## config.mk

```make
export PLATFORM = sky130hd
export DESIGN_NAME = length_prefixed_message_deframer_top
export DESIGN_NICKNAME = d
export VERILOG_FILES = /design/src/lpmd_pkg.sv /design/src/lpmd_front.sv /design/src/lpmd_fifo.sv /design/src/lpmd_back.sv /design/src/length_prefixed_message_deframer_top.sv
export VERILOG_INCLUDE_DIRS = /design/src /design/src/src
export SDC_FILE = /design/constraint.sdc
export NUM_CORES = 1
export LEC_CHECK = 0
export BUFFER_PORTS_ARGS = -buffer_cell sky130_fd_sc_hd__buf_2
export CAP_MARGIN = 20
export CORE_MARGIN = 2
export CORE_UTILIZATION = 55
export CTS_BUF_LIST = sky130_fd_sc_hd__clkbuf_4 sky130_fd_sc_hd__clkbuf_8 sky130_fd_sc_hd__clkbuf_16
export CTS_CLUSTER_SIZE = 12
export DETAILED_ROUTE_END_ITERATION = 6
export GPL_ROUTABILITY_DRIVEN = 0
export PLACE_DENSITY = 0.74
export SETUP_SLACK_MARGIN = 0.02
export SLEW_MARGIN = 20
export SYNTH_ARGS = -nofsm -noshare
export SYNTH_HDL_FRONTEND = slang
export SYNTH_SLANG_ARGS = --single-unit
```

## constraint.sdc

```tcl
create_clock -name clk -period 17.4 [get_ports clk]
set_input_delay 3.48 -clock clk [delete_from_list [all_inputs] [get_ports clk]]
set_output_delay 3.48 -clock clk [all_outputs]
set_load 0.01 [all_outputs]
```

## src/length_prefixed_message_deframer_top_defines.svh

```systemverilog
// ---------------------------------------------------------------------------
// Assertion macros for the length-prefixed message deframer
// Shared assertion wrappers. They expect clk and arst_n in scope.
// ---------------------------------------------------------------------------
`ifndef LENGTH_PREFIXED_MESSAGE_DEFRAMER_TOP_DEFINES_SVH
`define LENGTH_PREFIXED_MESSAGE_DEFRAMER_TOP_DEFINES_SVH

// Checked on every rising edge outside of reset.
`define LPMD_ASSERT(lbl, prop, msg) \
	lbl: assert property (@(posedge clk) disable iff (!arst_n) (prop)) else $error(msg);

// Checked on every rising edge, reset included.
`define LPMD_ASSERT_ALWAYS(lbl, prop, msg) \
	lbl: assert property (@(posedge clk) (prop)) else $error(msg);

`endif

```

## src/lpmd_pkg.sv

```systemverilog
`timescale 1ns / 1ps
// ---------------------------------------------------------------------------
// lpmd_pkg
// Types and constants shared by the deframer front end, queue and back end.
// ---------------------------------------------------------------------------
package lpmd_pkg;

	// Holds a header job plus the payload bytes that arrive while it drains.
	localparam int unsigned LPMD_QUEUE_DEPTH = 5;

	localparam logic [31:0] LPMD_HEADER_BYTES = 32'd4;
	localparam logic [31:0] LPMD_MAX_LEN_RESET = 32'hFFFF_FFFF;
	// Index of the fourth (last) header byte.
	localparam logic [1:0] LPMD_LAST_HDR_IDX = 2'd3;

	typedef enum logic [1:0] {
		KIND_MSG   = 2'd0,
		KIND_SHORT = 2'd1,
		KIND_LONG  = 2'd2,
		KIND_DROP  = 2'd3
	} kind_t;

	typedef enum logic [1:0] {
		OP_BYTE   = 2'd0,
		OP_HEADER = 2'd1,
		OP_ERROR  = 2'd2
	} op_t;

	// One queued job for the back end.
	typedef struct packed {
		op_t         op;
		kind_t       kind;
		logic [7:0]  data;
		logic        last;
		logic [31:0] len;
	} q_entry_t;

endpackage

```

## src/lpmd_front.sv

```systemverilog
`timescale 1ns / 1ps
// ---------------------------------------------------------------------------
// lpmd_front
// Accepts stream bytes, tracks the framing state and queues at most one job per item.
// ---------------------------------------------------------------------------
`include "length_prefixed_message_deframer_top_defines.svh"

module lpmd_front import lpmd_pkg::*; (
	input  logic        clk,
	input  logic        arst_n,
	input  logic        cfg_we,
	input  logic [31:0] cfg_wdata,
	input  logic        s_axis_tvalid,
	output logic        s_axis_tready,
	input  logic [7:0]  s_axis_tdata,
	input  logic        s_axis_tuser,
	input  logic        q_full,
	output logic        q_push,
	output q_entry_t    q_entry
);

	logic [31:0] max_len_q;
	logic [23:0] header_shift_q, header_shift_n;
	logic [1:0]  header_count_q, header_count_n;
	logic [31:0] bytes_remaining_q, bytes_remaining_n;
	logic        skipping_q, skipping_n;
	logic [31:0] current_length_q, current_length_n;

	logic        accept;
	logic [31:0] len_full;
	logic [31:0] len_body;
	logic [31:0] remaining_dec;

	assign s_axis_tready = !q_full;
	assign accept        = s_axis_tvalid && !q_full;
	assign len_full      = {s_axis_tdata, header_shift_q};
	assign len_body      = len_full - LPMD_HEADER_BYTES;
	assign remaining_dec = bytes_remaining_q - 32'd1;

	always_comb begin
		header_shift_n    = header_shift_q;
		header_count_n    = header_count_q;
		bytes_remaining_n = bytes_remaining_q;
		skipping_n        = skipping_q;
		current_length_n  = current_length_q;
		q_push            = 1'b0;
		q_entry           = '{op: OP_BYTE, kind: KIND_MSG, data: 8'd0, last: 1'b0,
			len: 32'd0};
		if (accept) begin
			if (s_axis_tuser) begin
				// Close: report a partial message, then clear the framing state.
				if (header_count_q != 2'd0) begin
					q_push       = 1'b1;
					q_entry.op   = OP_ERROR;
					q_entry.kind = KIND_DROP;
				end else if (bytes_remaining_q != 32'd0 || skipping_q) begin
					q_push       = 1'b1;
					q_entry.op   = OP_ERROR;
					q_entry.kind = KIND_DROP;
					q_entry.len  = current_length_q;
				end
				header_shift_n    = '0;
				header_count_n    = '0;
				bytes_remaining_n = '0;
				skipping_n        = 1'b0;
				current_length_n  = '0;
			end else if (skipping_q) begin
				if (bytes_remaining_q != 32'd0) begin
					bytes_remaining_n = remaining_dec;
				end
				skipping_n = (bytes_remaining_q > 32'd1);
			end else if (bytes_remaining_q != 32'd0) begin
				q_push            = 1'b1;
				q_entry.data      = s_axis_tdata;
				q_entry.last      = (bytes_remaining_q == 32'd1);
				q_entry.len       = current_length_q;
				bytes_remaining_n = remaining_dec;
			end else if (header_count_q != LPMD_LAST_HDR_IDX) begin
				header_shift_n[{header_count_q, 3'b000} +: 8] = s_axis_tdata;
				header_count_n = header_count_q + 2'd1;
			end else begin
				header_shift_n = '0;
				header_count_n = '0;
				q_push         = 1'b1;
				q_entry.len    = len_full;
				if (len_full < LPMD_HEADER_BYTES) begin
					q_entry.op   = OP_ERROR;
					q_entry.kind = KIND_SHORT;
				end else begin
					current_length_n  = len_full;
					bytes_remaining_n = len_body;
					if (len_full > max_len_q) begin
						q_entry.op   = OP_ERROR;
						q_entry.kind = KIND_LONG;
						skipping_n   = (len_body != 32'd0);
					end else begin
						q_entry.op = OP_HEADER;
					end
				end
			end
		end
	end

	always_ff @(posedge clk or negedge arst_n) begin
		if (!arst_n) begin
			max_len_q         <= LPMD_MAX_LEN_RESET;
			header_shift_q    <= '0;
			header_count_q    <= '0;
			bytes_remaining_q <= '0;
			skipping_q        <= 1'b0;
			current_length_q  <= '0;
		end else begin
			if (cfg_we) begin
				max_len_q <= cfg_wdata;
			end
			header_shift_q    <= header_shift_n;
			header_count_q    <= header_count_n;
			bytes_remaining_q <= bytes_remaining_n;
			skipping_q        <= skipping_n;
			current_length_q  <= current_length_n;
		end
	end

	`LPMD_ASSERT(a_skip_has_count, skipping_q |-> bytes_remaining_q != 32'd0, "skipping with no bytes left")
	`LPMD_ASSERT(a_hunt_is_clean, (header_count_q != 2'd0) |-> (bytes_remaining_q == 32'd0 && !skipping_q), "header collection overlaps a payload")

endmodule

```

## src/lpmd_fifo.sv

```systemverilog
`timescale 1ns / 1ps
// ---------------------------------------------------------------------------
// lpmd_fifo
// Small register queue that decouples the front end from the back end.
// ---------------------------------------------------------------------------
`include "length_prefixed_message_deframer_top_defines.svh"

module lpmd_fifo import lpmd_pkg::*; #(
	parameter int unsigned DEPTH = LPMD_QUEUE_DEPTH
) (
	input  logic     clk,
	input  logic     arst_n,
	input  logic     push,
	input  q_entry_t wr_entry,
	output logic     full,
	input  logic     pop,
	output logic     valid,
	output q_entry_t rd_entry
);

	localparam int unsigned PTR_W = (DEPTH > 1) ? $clog2(DEPTH) : 1;
	localparam int unsigned CNT_W = $clog2(DEPTH + 1);
	localparam logic [PTR_W-1:0] PTR_LAST = PTR_W'(DEPTH - 1);
	localparam logic [CNT_W-1:0] CNT_FULL = CNT_W'(DEPTH);

	q_entry_t         mem_q [DEPTH];
	logic [PTR_W-1:0] wr_ptr_q, rd_ptr_q;
	logic [CNT_W-1:0] count_q;
	logic             do_push, do_pop;

	assign full     = (count_q == CNT_FULL);
	assign valid    = (count_q != '0);
	assign rd_entry = mem_q[rd_ptr_q];
	assign do_push  = push && !full;
	assign do_pop   = pop && valid;

	always_ff @(posedge clk) begin
		if (do_push) begin
			mem_q[wr_ptr_q] <= wr_entry;
		end
	end

	always_ff @(posedge clk or negedge arst_n) begin
		if (!arst_n) begin
			wr_ptr_q <= '0;
			rd_ptr_q <= '0;
			count_q  <= '0;
		end else begin
			if (do_push) begin
				wr_ptr_q <= (wr_ptr_q == PTR_LAST) ? '0 : wr_ptr_q + 1'b1;
			end
			if (do_pop) begin
				rd_ptr_q <= (rd_ptr_q == PTR_LAST) ? '0 : rd_ptr_q + 1'b1;
			end
			if (do_push && !do_pop) begin
				count_q <= count_q + 1'b1;
			end else if (do_pop && !do_push) begin
				count_q <= count_q - 1'b1;
			end
		end
	end

	`LPMD_ASSERT(a_count_bound, count_q <= CNT_FULL, "queue count beyond depth")
	`LPMD_ASSERT(a_no_overflow, push |-> !full, "push into a full queue")

endmodule

```

## src/lpmd_back.sv

```systemverilog
`timescale 1ns / 1ps
// ---------------------------------------------------------------------------
// lpmd_back
// Drains queued jobs into the output register; a header job yields 4 results.
// ---------------------------------------------------------------------------
`include "length_prefixed_message_deframer_top_defines.svh"

module lpmd_back import lpmd_pkg::*; (
	input  logic        clk,
	input  logic        arst_n,
	input  logic        q_valid,
	input  q_entry_t    q_entry,
	output logic        q_pop,
	output logic        m_axis_tvalid,
	input  logic        m_axis_tready,
	output logic [39:0] m_axis_tdata,
	output logic [2:0]  m_axis_tuser,
	output logic        m_axis_tlast
);

	logic [1:0]  beat_q;
	logic        out_valid_q;
	kind_t       out_kind_q;
	logic [7:0]  out_byte_q;
	logic        out_first_q;
	logic        out_last_q;
	logic [31:0] out_len_q;

	logic        advance;
	logic        job_done;
	kind_t       res_kind;
	logic [7:0]  res_byte;
	logic        res_first;
	logic        res_last;

	assign advance  = q_valid && (!out_valid_q || m_axis_tready);
	assign job_done = (q_entry.op != OP_HEADER) || (beat_q == LPMD_LAST_HDR_IDX);
	assign q_pop    = advance && job_done;

	always_comb begin
		res_kind  = KIND_MSG;
		res_byte  = 8'd0;
		res_first = 1'b0;
		res_last  = 1'b0;
		case (q_entry.op)
			OP_BYTE: begin
				res_byte = q_entry.data;
				res_last = q_entry.last;
			end
			OP_HEADER: begin
				// Header bytes go out little-endian, as they arrived.
				res_byte  = q_entry.len[{beat_q, 3'b000} +: 8];
				res_first = (beat_q == 2'd0);
				res_last  = (beat_q == LPMD_LAST_HDR_IDX) &&
					(q_entry.len == LPMD_HEADER_BYTES);
			end
			OP_ERROR: begin
				res_kind = q_entry.kind;
			end
			default: begin
				res_kind = q_entry.kind;
			end
		endcase
	end

	always_ff @(posedge clk) begin
		if (advance) begin
			out_kind_q  <= res_kind;
			out_byte_q  <= res_byte;
			out_first_q <= res_first;
			out_last_q  <= res_last;
			out_len_q   <= q_entry.len;
		end
	end

	always_ff @(posedge clk or negedge arst_n) begin
		if (!arst_n) begin
			beat_q      <= '0;
			out_valid_q <= 1'b0;
		end else begin
			if (advance) begin
				out_valid_q <= 1'b1;
				beat_q      <= job_done ? 2'd0 : beat_q + 2'd1;
			end else if (m_axis_tready) begin
				out_valid_q <= 1'b0;
			end
		end
	end

	assign m_axis_tvalid = out_valid_q;
	assign m_axis_tdata  = {out_len_q, out_byte_q};
	assign m_axis_tuser  = {out_first_q, out_kind_q};
	assign m_axis_tlast  = out_last_q;

	`LPMD_ASSERT(a_beat_in_header, (beat_q != 2'd0) |-> (q_valid && q_entry.op == OP_HEADER), "header beat without a header job")
	`LPMD_ASSERT(a_first_is_len_lsb, (out_valid_q && out_first_q) |-> (out_kind_q == KIND_MSG && out_byte_q == out_len_q[7:0]), "first byte is not the length low byte")

endmodule

```

## src/length_prefixed_message_deframer_top.sv

```systemverilog
`timescale 1ns / 1ps
// Throughput: one byte transfer per cycle, sustained while the job queue has room; each result
// leaves at one per cycle while the master side is ready. The first result of a byte reaches the
// master side through the job queue and then the output register. A completed header becomes
// four results; the five-entry job queue between the front end and the back end absorbs that
// burst while the next payload bytes come in.
// Reset (arst_n low, asynchronous): framing state, queue and output valid clear and the
// maximum message length returns to all ones.
// ---------------------------------------------------------------------------
// length_prefixed_message_deframer_top
// Splits a byte stream into messages that open with a 4-byte little-endian
// total length, marking first and last bytes and reporting framing errors.
// ---------------------------------------------------------------------------

module length_prefixed_message_deframer_top import lpmd_pkg::*; #(
	parameter int unsigned QUEUE_DEPTH = LPMD_QUEUE_DEPTH
) (
	input  logic        clk,
	input  logic        arst_n,
	// Maximum message length register, written whenever cfg_we is high.
	input  logic        cfg_we,
	input  logic [31:0] cfg_wdata,
	// Slave side.
	input  logic        s_axis_tvalid,
	output logic        s_axis_tready,
	input  logic [7:0]  s_axis_tdata,  // [7:0] rx_byte
	input  logic        s_axis_tuser,  // [0] cmd: 0 data byte, 1 connection closed
	// Master side.
	output logic        m_axis_tvalid,
	input  logic        m_axis_tready,
	output logic [39:0] m_axis_tdata,  // [7:0] out_byte, [39:8] message_length
	output logic [2:0]  m_axis_tuser,  // [1:0] kind, [2] first_of_message
	output logic        m_axis_tlast   // last_of_message
);

	// The front end decides on each byte transfer at once and queues at most one job per
	// transfer: a payload byte, a complete header, or an error report. The back end turns
	// jobs into results, so a stalled master side only backs up the queue, and the slave
	// side keeps taking bytes until the queue fills.
	logic     q_push;
	logic     q_full;
	logic     q_pop;
	logic     q_valid;
	q_entry_t q_wr_entry;
	q_entry_t q_rd_entry;

	lpmd_front u_front (
		.clk           (clk),
		.arst_n        (arst_n),
		.cfg_we        (cfg_we),
		.cfg_wdata     (cfg_wdata),
		.s_axis_tvalid (s_axis_tvalid),
		.s_axis_tready (s_axis_tready),
		.s_axis_tdata  (s_axis_tdata),
		.s_axis_tuser  (s_axis_tuser),
		.q_full        (q_full),
		.q_push        (q_push),
		.q_entry       (q_wr_entry)
	);

	// Job queue; a header job stays at its head until all four header bytes are sent.
	lpmd_fifo #(
		.DEPTH (QUEUE_DEPTH)
	) u_fifo (
		.clk      (clk),
		.arst_n   (arst_n),
		.push     (q_push),
		.wr_entry (q_wr_entry),
		.full     (q_full),
		.pop      (q_pop),
		.valid    (q_valid),
		.rd_entry (q_rd_entry)
	);

	// The back end owns the output register, so a new result loads in the same cycle the
	// previous one transfers.
	lpmd_back u_back (
		.clk           (clk),
		.arst_n        (arst_n),
		.q_valid       (q_valid),
		.q_entry       (q_rd_entry),
		.q_pop         (q_pop),
		.m_axis_tvalid (m_axis_tvalid),
		.m_axis_tready (m_axis_tready),
		.m_axis_tdata  (m_axis_tdata),
		.m_axis_tuser  (m_axis_tuser),
		.m_axis_tlast  (m_axis_tlast)
	);

endmodule

```

# Word level (Yosys, flattened, before mapping)
# Memories as Yosys holds them, arrays and structs flattened.
# Cells that the tools add are included.
[classes]
muxes = 61
n_lt_le_gt_ge = 3
n_addsub = 9
shift = 3
eq_ne = 16
n_reduce_logical = 27
[ops]
columns = ["op", "n"]
rows = [
  ["$mux 32", 16],
  ["$mux 24", 4],
  ["$mux 45", 2],
  ["$reduce_bool 32->1", 2],
  ["$eq 32x1->1 const B", 1],
  ["$eq 32x3->1 const B", 1],
  ["$gt 32x1->1 const B", 1],
  ["$gt 32x32->1", 1],
  ["$lt 32x3->1 const B", 1],
  ["$shiftx 32x6->8", 1],
  ["$sub 32x1->32 const B", 1],
  ["$sub 32x3->32 const B", 1],
  ["$bwmux 24", 1],
  ["$mux 4", 6],
  ["$shift 8x7->24 const A", 1],
  ["$shiftx 8x7->24", 1],
  ["$mux 9", 2],
  ["$mux 1", 17],
  ["$pmux 8 s2", 1],
  ["$mux 2", 7],
  ["$mux 3", 4],
  ["$ne 2x2->1 const B", 5],
  ["$add 3x1->3 const B", 3],
  ["$eq 3x3->1 const B", 3],
  ["19 further kinds", 36],
]
[word_totals]
word_cells = 136
ram_bits = 225
ff_bits = 179
memories = 1
out_inout_bits = 46
[mem_list]
columns = ["name", "words", "width", "read_ports", "rd_clocked_by_memory_dff", "write_ports", "line_no", "rtl"]
rows = [
  ["u_fifo.mem_q", 5, 45, 1, 0, 1, "lpmd_fifo.sv:26", "q_entry_t mem_q [DEPTH];"],
]

# Depth between registers and ports, before layout
# Gate-level depths: netlist of the first run.
[depth]
word_depth = 11
depth_mapped = 16

# Hierarchy
# Synthesis of the first run repeated with hierarchy kept, for this count alone.
[unflattened]
cells_unflattened = 1701
hier_area_um2 = 19347.3
[by_module_without_submodules]
columns = ["mod", "instances", "cells_each", "seq_area_each_um2", "area_per_inst_um2"]
rows = [
  ["lpmd_fifo", 1, 534, 6981.7, 9153.8],
  ["lpmd_front", 1, 1060, 3118.0, 8266.7],
  ["lpmd_back", 1, 107, 1396.3, 1926.8],
]

# Worst setup path before layout of the first run
# Ideal clock, no wire load.
[synth_path]
path_type = "input to register"
start = "input s_axis_tuser"
end = "memory u_fifo.mem_q[4][0] in the netlist's numbering, enable pin"
path_stages = 5
setup_slack_ns = 7.888
arrival_time_ns = 8.937
setup_ns = 0.575
n_path_buf = 2
cell_sequence = "clkbuf_1 o41ai_1 a21o_1 buf_2 nor4b_1"
[synth_via]
elab_chain_len = 5
[synth_lines]
columns = ["element", "line_no", "rtl"]
rows = [
  ["start: declaration", "length_prefixed_message_deframer_top.sv:27", "input logic s_axis_tuser,"],
  ["$mux 1", "lpmd_front.sv:50", "if (s_axis_tuser) begin"],
  ["$mux 1", "lpmd_front.sv:49", "if (accept) begin"],
  ["$logic_and 1x1->1", "lpmd_fifo.sv:34", "assign do_push = push && !full;"],
  ["$mux 1", "lpmd_fifo.sv:38", "if (do_push) begin"],
  ["$mux 1 (not written as such)", "lpmd_fifo.sv:39", "mem_q[wr_ptr_q] <= wr_entry;"],
  ["end: declaration", "lpmd_fifo.sv:26", ""],
]
# No other way between the ends.

==> results of run 1 <==
==> cell usage after synthesis (5+ instances only) <==
library cell	instances
a211oi_1	14
a21o_1	9
a21oi_1	43
a22o_1	27
a22oi_1	36
a31oi_1	10
and2_1	12
and3_1	5
buf_1	5
buf_2	15
clkbuf_1	68
dfrtp_1	103
dfstp_2	32
edfxtp_1	269
ha_1	47
inv_1	77
mux2_2	37
mux2i_1	30
mux4_2	53
nand2_1	128
nand2b_1	8
nand3_1	14
nand4_1	16
nor2_1	105
nor3_1	26
nor4_1	35
o21ai_0	107
o21ai_1	6
o31ai_1	5
o41ai_1	5
or3_1	9
or4_1	12
xnor2_1	20
xor2_1	9
==> stage by stage <==
stage	total power, mW	instances	utilization	instance area [sq um]	setup WS (ns)
6_report	3.567	2000	0.6269	21020	11.65
5_1_grt	3.737	2000	0.6269	21020	11.47
4_1_cts	3.567	2000	0.6269	21020	11.76
3_5_place_dp	2.628	1922	0.5834	19560	11.20
3_3_place_gp	2.598	1922	0.5832	19560	11.30
2_1_floorplan	2.252	1455	-	18720	7.888
==> registers in the layout, summed over array words and instances, names as in the netlist <==
| register | cells |
|---|---|
| u_front.current_length_q | 32 |
| u_front.max_len_q | 32 |
| u_back.m_axis_tlast | 1 |
| u_fifo.count_q | 3 |
| u_front.header_count_q | 2 |
| u_back.out_byte_q | 8 |
| u_back.beat_q | 2 |
| u_front.bytes_remaining_q | 32 |
| u_back.out_kind_q | 2 |
| u_front.skipping_q | 1 |
| u_back.out_first_q | 1 |
| u_fifo.mem_q | 225 |
| u_back.out_len_q | 32 |
| u_back.m_axis_tvalid | 1 |
| u_front.header_shift_q | 24 |
| u_fifo.rd_ptr_q | 3 |
| u_fifo.wr_ptr_q | 3 |
==> final cells by class <==
type,count,area [sq um]
Sequential cell,404,11500
Fill cell,2537,12510
Tap cell,448,560.5
Multi-Input combinational cell,882,6611
Clock buffer,68,1265
Clock inverter,10,192.7
Timing Repair Buffer,109,596.8
Inverter,79,296.5
==> routing by layer <==
| layer | global-route usage | part of all wire | up-vias |
|---|---|---|---|
| met5 | 0 | 0 | - |
| met4 | 0.08594 | 0.033 | 0 |
| met3 | 0.03427 | 0.073 | 109 |
| met2 | 0.4096 | 0.47 | 573 |
| met1 | 0.3675 | 0.42 | 6215 |
| li1 | - | - | 5579 |
==> worst register-to-register path: stages (launching register included) <==
cell	delay (ns)
dfrtp_1	0.44
nor3_1	0.47
nand3_1	0.29
or3_1	0.72
o41ai_1	0.62
a21o_1	0.45
inv_1	0.11
ha_1	0.22
inv_1	0.08
fa_1	0.38
mux2_2	0.27
==> worst paths after layout <==
check                                             start                      endpoint  cells past startpoint
setup / recovery                        s_axis_tdata[1]           u_fifo.mem_q[0][42]                      7
hold / removal             u_front.current_length_q[25]  u_front.current_length_q[25]                      2
setup reg to reg           u_front.bytes_remaining_q[8]             u_fifo.count_q[1]                     10
hold reg to reg            u_front.current_length_q[25]  u_front.current_length_q[25]                      2
max in group asynchronous                        arst_n            u_fifo.rd_ptr_q[1]                      2
min in group asynchronous                        arst_n  u_front.current_length_q[23]                      1
==> kinds of logic (layout without fill, tap and decap cells) <==
| kind of cell | Yosys count | after routing | share of synthesized area |
|---|---|---|---|
| AOI/OAI and AO/OA | 293 | 293 | 0.1005 |
| buffers and inverters | 169 | 266 | 0.03550 |
| and+or+nand+nor | 392 | 392 | 0.1016 |
| DFF | 404 | 404 | 0.6143 |
| muxes | 120 | 120 | 0.1021 |
| adders and majority gates | 48 | 48 | 0.03249 |
| xor gates and xnor gates | 29 | 29 | 0.01357 |
==> where the power goes <==
group | leakage (nW) | internal [mW] | switching (mW)
clock | 0.737 | 0.563 | 0.372
sequential | 4.26 | 1.26 | 0.127
combinational | 3.03 | 0.486 | 0.761
total | 8.03 | 2.31 | 1.26
==> results.md, run 1 <==
- At the worst endpoint, the arrival time is 6.07 ns.
- The signal on the critical path passes through buf_2, ha_1, nand4_1, nor4_1, a21oi_1, or4_1, a21oi_1.
- 92 I/O pins were placed.
- The number of pins with negative max-slew slack in the final report was 0.
- The share of cells above drive strength 1 is 0.2178.
- The routed wire length is 44840 um.
- Measured against its own limit, the worst slew margin works out to 0.2303.
- After synthesis the netlist holds a flip-flop and latch count of 404.
- The initial utilization of the core area, before any placement, comes to 0.5581.
- Before antenna repair, the detailed router went through 6 iterations.
- The relative area change from synthesis to final layout is 12.33%.
- Setup violations remaining at the end of the flow were counted as 0.
- The run finished with clean final reports.
- The worst setup path is launched from an input pin.
- For the final routed database, the setup TNS stands at 0 ns.
- The post-synthesis async set-or-reset flop share is 0.3342.
- The tightest hold path in the finished design has a slack of 0.4809 ns.
- The slack of the worst reg-to-reg path is 13.21 ns.
- The minimum clock period after layout is 5.752 ns.
- The HPWL after detailed placement is 29500 um.
- The critical path class is input pin to register.
- The global-route usage over all layers is 0.2564.
- Buffers inserted during clock tree synthesis total 42.
- The worst hold path belongs to the class register to register.
- The sequential element share of the synthesized area is 0.6143.
- Leaving out fill and tap cells, the most frequent cell in the layout is edfxtp_1.
- The die boundary width is 188.5 um.
- The count of unresolved DRC violations after routing is 0.
- The cell type contributing the most total cell area after synthesis is edfxtp_1.
- Ranked by total cell area, the synthesized netlist is headed by edfxtp_1, dfrtp_1, mux4_2.
- Row generation in the floorplan step produced 67 rows.
- The floorplan step defined a core boundary enclosing 33530 sq um.
- For this block, the via count after detailed routing is about 12000.
- The warning count from the yosys run is 0.
- The post-CTS setup repair buffer count is 0.
- For the worst setup path, the data required time is between 15 and 20 ns.
- For this run the aggregate overflow at the end of global routing stands at 0.
- The count of buffers added on input and output ports is a little over 90.
- The post-synth net total is around 1500.
- Together, buffers and inverters on the worst path number 1.
- Across the routed clock network, the largest skew measured is 0.03001 ns.
- The number of DRC markers after the initial detailed-route iteration is 1227.
- The top fanout value on the critical path is 13.
- Derived from the worst setup path, the maximum achievable clock frequency is ~0.17 GHz.
- The initial antenna violation count was 0.
- The average instance in the mapped netlist occupies 12.86 sq um.
- The post-route clock period utilization is 0.3306.
- The post-detailed-route via-to-cell ratio is 6.238.
- The number of violations of the max-capacitance limit is 0.
- The number of instances resized during post-cts repair is 0.
- The area of the die is 35520 sq um.
- The first global-routing pass estimated around 70000 um of wire.
- The count of clock tree sinks is 404.
- The repair_antennas step left the layout with diodes totalling 0.
- The maximum number of pins on one net before global-route repair is slightly above 70.
- The transition time at the pin with the least slew margin is 1.144 ns.
- The cell that appears most often on the critical path is a21oi_1.
- The worst IR drop on VDD is 0.08972 mV.
- In the final routed layout, each cell accounts on average for 22.42 um.
- The mapped netlist covers 18720 sq um.
- Setup repair after global routing left no endpoint under its margin.
- Power spread over the standard cell area amounts to 169.7 nW/um^2.
- The number of different library cells used by synthesis comes to 68.
- The CTS tree is done.
- For this run, the leading register cell type out of synthesis is edfxtp_1.
- The area share of the leading cell type in the synthesized netlist is 0.4316.
- STA classifies the critical path endpoint as a register.
- In this design, the largest share of critical-path delay is due to simple AND/OR/NAND/NOR gates.
- The number of hold violations in the final report is 0.
- The die outline height is 188.5 um.
- Clock-pin slew was measured on the worst setup and hold paths at 0.06 ns.
- The slowest stage of the critical path belongs to the cell nor4_1.
- The critical path's largest stage delay is 0.76 ns.
- In the layout the commonest cells are edfxtp_1, nand2_1, o21ai_0.
- After clock tree synthesis, the flow added hold-fix buffers numbering 0.
- The clock passes through at most 3 buffers.
- CTS built an H-tree with a depth of 2.
- The leakage power is 8.029 nW.
- The buffer type at the clock tree root is clkbuf_16.
- At the end of the flow, the number of nets in the layout was 1612.
- The number of global-route vias before repair was 12040.
- The cell count after synthesis came out at 1455.
- Counting flops with a built-in enable in the synthesized netlist gives 269.
- In this run the remaining antenna-violating nets after routing total 0.
- At the later pin of the worst-skew pair, clock insertion delay measures 0.56 ns.
Power figures use the tool's default switching activity.
==> run 2, diff against run 1 <==
PLACE_DENSITY = 0.77   (was 0.74)
clock period = 4.65 ns   (was 17.4 ns; I/O delays follow)
==> run 2 against run 1 <==
Critical path depth grew 4. Core utilization grew 0.056 points. Routed wire length shrank 2.3%. Worst hold slack gained 0.0049 ns. Die area is the same. Via count grew 0.44%. Sequential power grew to 3.7 times the previous value. Non-clock buffer count grew 9. Critical path type is now register to register. Highest routed layer unchanged.
==> results.md, run 2 (synthesized netlist as in run 1, its figures left out) <==
- The power after layout is 13.18 mW (was 3.567 mW).
- The sort of element at the start of the critical path is a register (was input pin).
- The signal arrival time at the worst endpoint is 4.38 ns (was 6.07 ns).
- The top register by number of flip-flops is u_fifo.mem_q (unchanged).
- The HPWL after detailed placement came to 28440 um (was 29500 um).
- The area of the placeable core came to 33530 sq um (unchanged).
- The number of instances resized during post-cts repair came to 0 (unchanged).
- The hold-critical path endpoint is u_front.current_length_q[25] (unchanged).
- Most frequent cells in the layout: edfxtp_1, nand2_1, o21ai_0 (unchanged).
- The final antenna-violating net count is 0 (unchanged).
- List of cells traversed by the critical path: nor3_1, nand3_1, or3_1, buf_4, o41ai_1, a21o_1, inv_1, ha_1, inv_1, fa_1, mux2_2 (was buf_2, ha_1, nand4_1, nor4_1, a21oi_1, or4_1, a21oi_1).
- The top fanout value on the critical path is 16 (was 13).
- The number of buffers inserted by port buffering is 91 (unchanged).
- The post-CTS setup repair buffer count came to 0 (unchanged).
- The wire length on met3 is 3231 um (was 3264 um).
- The critical path's largest stage delay was 0.51 ns (was 0.76 ns).
- The clock skew was 0.02017 ns (was 0.03001 ns).
- The final standard cell count with taps included and fillers excluded was 2008 (was 2000).
- The cell depth of the worst flop-to-flop path is 11 (was 10).
- The source of the worst hold timing path is u_front.current_length_q[25] (unchanged).
- The number of hold violations in the final report is 0 (unchanged).
- The clock latency at the later pin of the worst-skew pair is 0.56 ns (about the same).
- The overall overflow remaining after global route is 0 (unchanged).
- The worst slack after detailed placement is 0.8063 ns (was 11.20 ns).
- The worst-path cell with the longest stage delay was o41ai_1 (was nor4_1).
- The placed cell count is 1931 (was 1922).
- The initial antenna violation count is 0 (unchanged).
- The family with the most delay on the worst path was simple AND/OR/NAND/NOR gates (unchanged).
- The global-route usage over all layers came to 0.2503 (was 0.2564).
- The transition time at the pin with the least slew margin is 1.113 ns (was 1.144 ns).
- The slack of the critical path was 0.6946 ns (was 11.65 ns).
- The number of antenna cells inserted is 0 (unchanged).
- The post-route clock period utilization is 0.8506.
- The number of buffers and inverters on the critical path is 3 (was 1).
- The relative area change from synthesis to final layout is 12.43% (was 12.33%).
- The hold-critical path depth was 2 (unchanged).
- The number of pins with negative max-slew slack in the final report is 0 (unchanged).
- The routed wire length per instance came to 21.81 um (was 22.42 um).
- The worst hold path class is register to register (unchanged).
- The maximum number of pins on one net before global-route repair came to 114 (was 71).
- The number of flip-flops under the largest register name came to 225 (unchanged).
- The worst reg2reg path startpoint is u_front.bytes_remaining_q[8] (unchanged).
- The required time of the critical path came to 5.07 ns (was 17.72 ns).
- The count of clock tree sinks is 404 (unchanged).
- The placement row count came to 67 (unchanged).
- The number of buffers inserted during clock tree synthesis is 42 (unchanged).
- Status: completed (unchanged).
- The share of cells above drive strength 1 is 0.2199 (was 0.2178).
- The global-route wire length before repair is 68790 um (was 70370 um).
- The slack of the worst reg-to-reg path is 0.69 ns (was 13.21 ns).
- The routed wire length is 43800 um (was 44840 um).
- The CTS tree is done (unchanged).
- The routed length on met2 is 20640 um (was 21200 um).
- The die boundary width is 188.5 um (unchanged).
- The leakage power is 8.051 nW (was 8.029 nW).
- The cell seen most often among critical-path stages is inv_1 (was a21oi_1).
- The most common cell after layout, fill and taps aside is edfxtp_1 (unchanged).
- The critical path class is register to register (was input pin to register).
- The power density over cell area is 626.2 nW/um^2 (was 169.7 nW/um^2).
- The final count of negative-setup-slack endpoints came to 0 (unchanged).
- The die outline height is 188.5 um (unchanged).
- The relative slew slack is 0.2579 (was 0.2303).
- The number of global-route vias before repair came to 12300 (was 12040).
- For this run, the top clock speed supported by timing is 0.2528 GHz.
- The count of unresolved DRC violations after routing is 0 (unchanged).
- The kind of end point of the critical path is a register (unchanged).
- The area of the die is 35520 sq um (unchanged).
- The worst IR drop on VDD is 0.3540 mV (was 0.08972 mV).
- The number of DRC markers after the initial detailed-route iteration is 1521 (was 1227).
- The clock-pin slew reported for the worst setup and hold paths after clock tree synthesis is 0.06 ns (about the same).
- The critical register-to-register path endpoint is u_fifo.count_q[1] (unchanged).
- The number of gates on the worst path with buffers counted is 11 (was 7).
- The I/O pin count is 92 (unchanged).
- The number of levels the H-tree was split into is 2 (unchanged).
- The highest metal layer with signal wires is met4 (unchanged).
- The routed design could run at a clock period as short as 3.955 ns.
- The vias after detailed routing is 12530 (was 12480).
- The detailed-router iteration count before antenna repair is 5 (was 6).
- The number of nets at the end of the flow is 1621 (was 1612).
- The post-detailed-route via-to-cell ratio is 6.241 (was 6.238).
- The cts-stage hold buffer count came to 0 (unchanged).
- Unrepaired setup endpoints after global routing: false (unchanged).
- The effective utilization at floorplan is 0.5581 (unchanged).
- The routed metal-1 wirelength was 17940 um (was 18890 um).
- The maximum clock path buffer count is 3 (unchanged).
- The buffer type at the clock tree root is clkbuf_16 (unchanged).
- The number of violations of the max-capacitance limit was 0 (unchanged).
## run 2: worst max path at each step
stage          slack (ns)                  to                    startpoint
2_1_floorplan       -1.88  u_fifo.mem_q[2][0]                  s_axis_tuser
3_3_place_gp         0.94   u_fifo.count_q[1]  u_front.bytes_remaining_q[8]
3_5_place_dp         0.81   u_fifo.count_q[1]  u_front.bytes_remaining_q[8]
4_1_cts              0.78   u_fifo.count_q[1]  u_front.bytes_remaining_q[8]
5_1_grt              0.43   u_fifo.count_q[1]  u_front.bytes_remaining_q[8]
6_report             0.69   u_fifo.count_q[1]  u_front.bytes_remaining_q[8]
## run 2: final cells by class
cell class,instances,area [sq um]
clock buffer,67,1264
clock inverter,10,138.9
fill,2498,12490
inverter,79,296.5
multi-input combinational,882,6615
sequential,404,11500
tap,448,560.5
timing repair buffer,118,666.9
## run 2: where the power goes
group / switching, mW / internal [mW] / total [mW]
registers: 0.418 / 4.71 / 5.13
clock network: 1.36 / 1.99 / 3.35
logic: 2.87 / 1.84 / 4.70
total: 4.64 / 8.54 / 13.2
## run 2: routing by layer
| metal | track usage | vias up |
|---|---|---|
| li1 | - | 5599 |
| met1 | 0.3424 | 6154 |
| met2 | 0.3999 | 646 |
| met3 | 0.04098 | 132 |
| met4 | 0.1100 | 0 |
| met5 | 0 | - |
## run 2: tightest hold or removal path: cells and delay by family, from the launching register on
| kind | cells | cell delay, ns |
|---|---|---|
| flops | 1 | 0.34 |
| simple gates | 1 | 0.05 |
| compound gates | 1 | 0.06 |
## run 2: per-stage QoR
stage               area, sq um  hold WS (ns)  setup TNS (ns)    util
floorplan                 18730        0.4494         -341.04       -
global placement          19630        0.4611               0  0.5854
detailed placement        19630        0.4739               0  0.5854
CTS                       21030        0.4866               0  0.6273
global route              21040        0.5082               0  0.6275
finish                    21040        0.4858               0  0.6275
==> run 3, diff against run 2 <==
CORE_ASPECT_RATIO = 0.5   (was unset)
==> run 3 against run 2 <==
Design area shrank 0.65%. Final cell count is 0.85% lower. Register-to-register slack got worse by 0.18 ns. Sequential share of layout area grew 0.36 points. Total power down 0.36%. Critical endpoint unchanged. Largest cell class unchanged.
==> results.md, run 3 (synthesized netlist as in run 1, its figures left out) <==
- The number of levels the H-tree was split into is 2 (unchanged).
- The post-detailed-route via-to-cell ratio is 6.392 (was 6.241).
- The worst reg2reg path startpoint is u_front.bytes_remaining_q[8] (unchanged).
- Most frequent cells in the layout: edfxtp_1, nand2_1, o21ai_0 (unchanged).
- The routed wire length per instance was 23.28 um (was 21.81 um).
- The effective utilization at floorplan is 0.5623 (was 0.5581).
- The initial antenna violation count came to 1 (was 0).
- The minimum clock period after layout is 4.138 ns (was 3.955 ns).
- The source of the worst hold timing path is u_front.current_length_q[27] (was u_front.current_length_q[25]).
- The kind of end point of the critical path is a register (unchanged).
- The number of antenna cells inserted is 0 (unchanged).
- The number of buffers inserted by port buffering came to 91 (unchanged).
- The number of DRC markers after the initial detailed-route iteration is 1524 (was 1521).
- The post-CTS setup repair buffer count is 0 (unchanged).
- The I/O pin count came to 92 (unchanged).
- The vias after detailed routing is 12730 (was 12530).
- The relative slew slack is 0.3081 (was 0.2579).
- The most common cell after layout, fill and taps aside is edfxtp_1 (unchanged).
- The final antenna-violating net count is 0 (unchanged).
- The area of the placeable core came to 33280 sq um (was 33530 sq um).
- The number of nets at the end of the flow is 1613 (was 1621).
- The area of the die is 35610 sq um (was 35520 sq um).
- The worst slack after detailed placement is 0.6580 ns (was 0.8063 ns).
- The number of instances resized during post-cts repair is 0 (unchanged).
- The global-route wire length before repair was 71640 um (was 68790 um).
- The maximum number of pins on one net before global-route repair came to 97 (was 114).
- The worst IR drop on VDD is 0.2762 mV (was 0.3540 mV).
- The sequential cell area is 11500 sq um (unchanged).
- The number of hold violations in the final report is 0 (unchanged).
- The share of cells above drive strength 1 is 0.2168 (was 0.2199).
- The slack of the worst reg-to-reg path came to 0.51 ns (was 0.69 ns).
- The number of buffers inserted during clock tree synthesis is 40 (was 42).
- Status: completed (unchanged).
- The die boundary width came to 264.9 um (was 188.5 um).
- The count of unresolved DRC violations after routing is 0 (unchanged).
- The number of pins with negative max-slew slack in the final report is 0 (unchanged).
- The maximum clock path buffer count was 3 (unchanged).
- The clock latency at the later pin of the worst-skew pair is 0.56 ns (about the same).
- The number of flip-flops under the largest register name is 225 (unchanged).
- The worst hold path class is register to register (unchanged).
- The buffer type at the clock tree root was clkbuf_16 (unchanged).
- The highest clock rate is 0.2417 GHz (was 0.2528 GHz).
- The clock-pin slew reported for the worst setup and hold paths after clock tree synthesis is 0.06 ns (about the same).
- The HPWL after detailed placement is 30160 um (was 28440 um).
- The final count of negative-setup-slack endpoints is 0 (unchanged).
- The leakage power came to 7.984 nW (was 8.051 nW).
- The signal arrival time at the worst endpoint is 4.56 ns (was 4.38 ns).
- The global-route usage over all layers is 0.2642 (was 0.2503).
- The count of filler cells inserted in the layout is 2391 (was 2498).
- The overall overflow remaining after global route is 0 (unchanged).
- The top fanout value on the critical path is 16 (unchanged).
- The critical path startpoint is u_front.bytes_remaining_q[8] (unchanged).
- The die outline height came to 134.4 um (was 188.5 um).
- The critical path class is register to register (unchanged).
- The CTS tree is done (unchanged).
- The power density over cell area is 628.0 nW/um^2 (was 626.2 nW/um^2).
- The number of global-route vias before repair is 12650 (was 12300).
- The relative area change from synthesis to final layout is 11.70% (was 12.43%).
- The slack of the critical path is 0.5122 ns (was 0.6946 ns).
- The routed wire length is 46350 um (was 43800 um).
- The count of clock tree sinks came to 404 (unchanged).
- The required time of the critical path is 5.07 ns (about the same).
- The clock skew was 0.01870 ns (was 0.02017 ns).
- The transition time at the pin with the least slew margin came to 1.037 ns (was 1.113 ns).
- The utilization after layout was 0.6281 (was 0.6275).
- The number of violations of the max-capacitance limit was 0 (unchanged).
- The top register by number of flip-flops is u_fifo.mem_q (unchanged).
- The area taken by multi-input logic gates came to 6619 sq um (was 6615 sq um).
- Unrepaired setup endpoints after global routing: false (unchanged).
- The sort of element at the start of the critical path is a register (unchanged).
- The cts-stage hold buffer count is 0 (unchanged).
- The detailed-router iteration count before antenna repair is 7 (was 5).
- The placement row count is 47 (was 67).
- The post-route clock period utilization is 0.8898 (was 0.8506).
-- run 3: changes by cell type in the layout (fill, tap and decap cells not counted), moves of 4 or more --
| cell | before | now |
|---|---|---|
| buf_4 | 27 | 21 |
| clkbuf_4 | 21 | 26 |
| clkbuf_8 | 5 | 1 |
| clkinv_1 | 4 | 0 |
-- run 3: worst paths after layout --
| check | to | cells past startpoint |
|---|---|---|
| min in group asynchronous | u_front.header_shift_q[23] | 1 |
| setup / recovery | u_fifo.count_q[1] | 10 |
| max in group asynchronous | u_front.max_len_q[2] | 2 |
| hold / removal | u_front.current_length_q[27] | 2 |
| setup reg to reg | u_fifo.count_q[1] | 10 |
| hold reg to reg | u_front.current_length_q[27] | 2 |
-- run 3: critical path: stages (launching register included) --
cell,delay (ns)
dfrtp_1,0.43
nor3_1,0.41
nand3_1,0.28
or3_1,0.71
o41ai_1,0.63
a21o_1,0.46
inv_1,0.11
ha_1,0.22
inv_1,0.08
fa_1,0.40
mux2_2,0.28
-- run 3: report_power, final --
part	leakage [nW]	internal [mW]	switching, mW
combinational	3.05	1.83	2.88
clock	0.674	1.89	1.36
sequential	4.26	4.71	0.456
-- run 3: area by class of cell --
type | instances | share of cell area
multi-input cells | 882 | 0.3166
inverters | 79 | 0.01418
well taps | 441 | 0.02639
clock inverters | 5 | 0.004010
flip-flops and latches | 404 | 0.5501
clock buffers | 68 | 0.05907
repair buffers | 112 | 0.02963
-- run 3: metrics by stage --
step / TNS [ns] / instance area [sq um] / cells / power (mW) / hold slack [ns]
final: 0 / 20910 / 1991 / 13.13 / 0.4822
after global routing: 0 / 20910 / 1991 / 13.75 / 0.5137
after floorplan: -341.04 / 18730 / 1455 / 8.424 / 0.4494
after CTS: 0 / 20900 / 1991 / 13.10 / 0.4850
after detailed placement: 0 / 19580 / 1918 / 9.838 / 0.4718
after global placement: 0 / 19580 / 1918 / 9.629 / 0.4618
-- run 3: metal layers --
layer | part of all wire | vias up | global-route usage
li1 | - | 5586 | -
met2 | 0.46 | 716 | 0.4216
met3 | 0.098 | 115 | 0.04755
met5 | 0.00028 | - | 0
met1 | 0.41 | 6307 | 0.3714
met4 | 0.032 | 2 | 0.09008
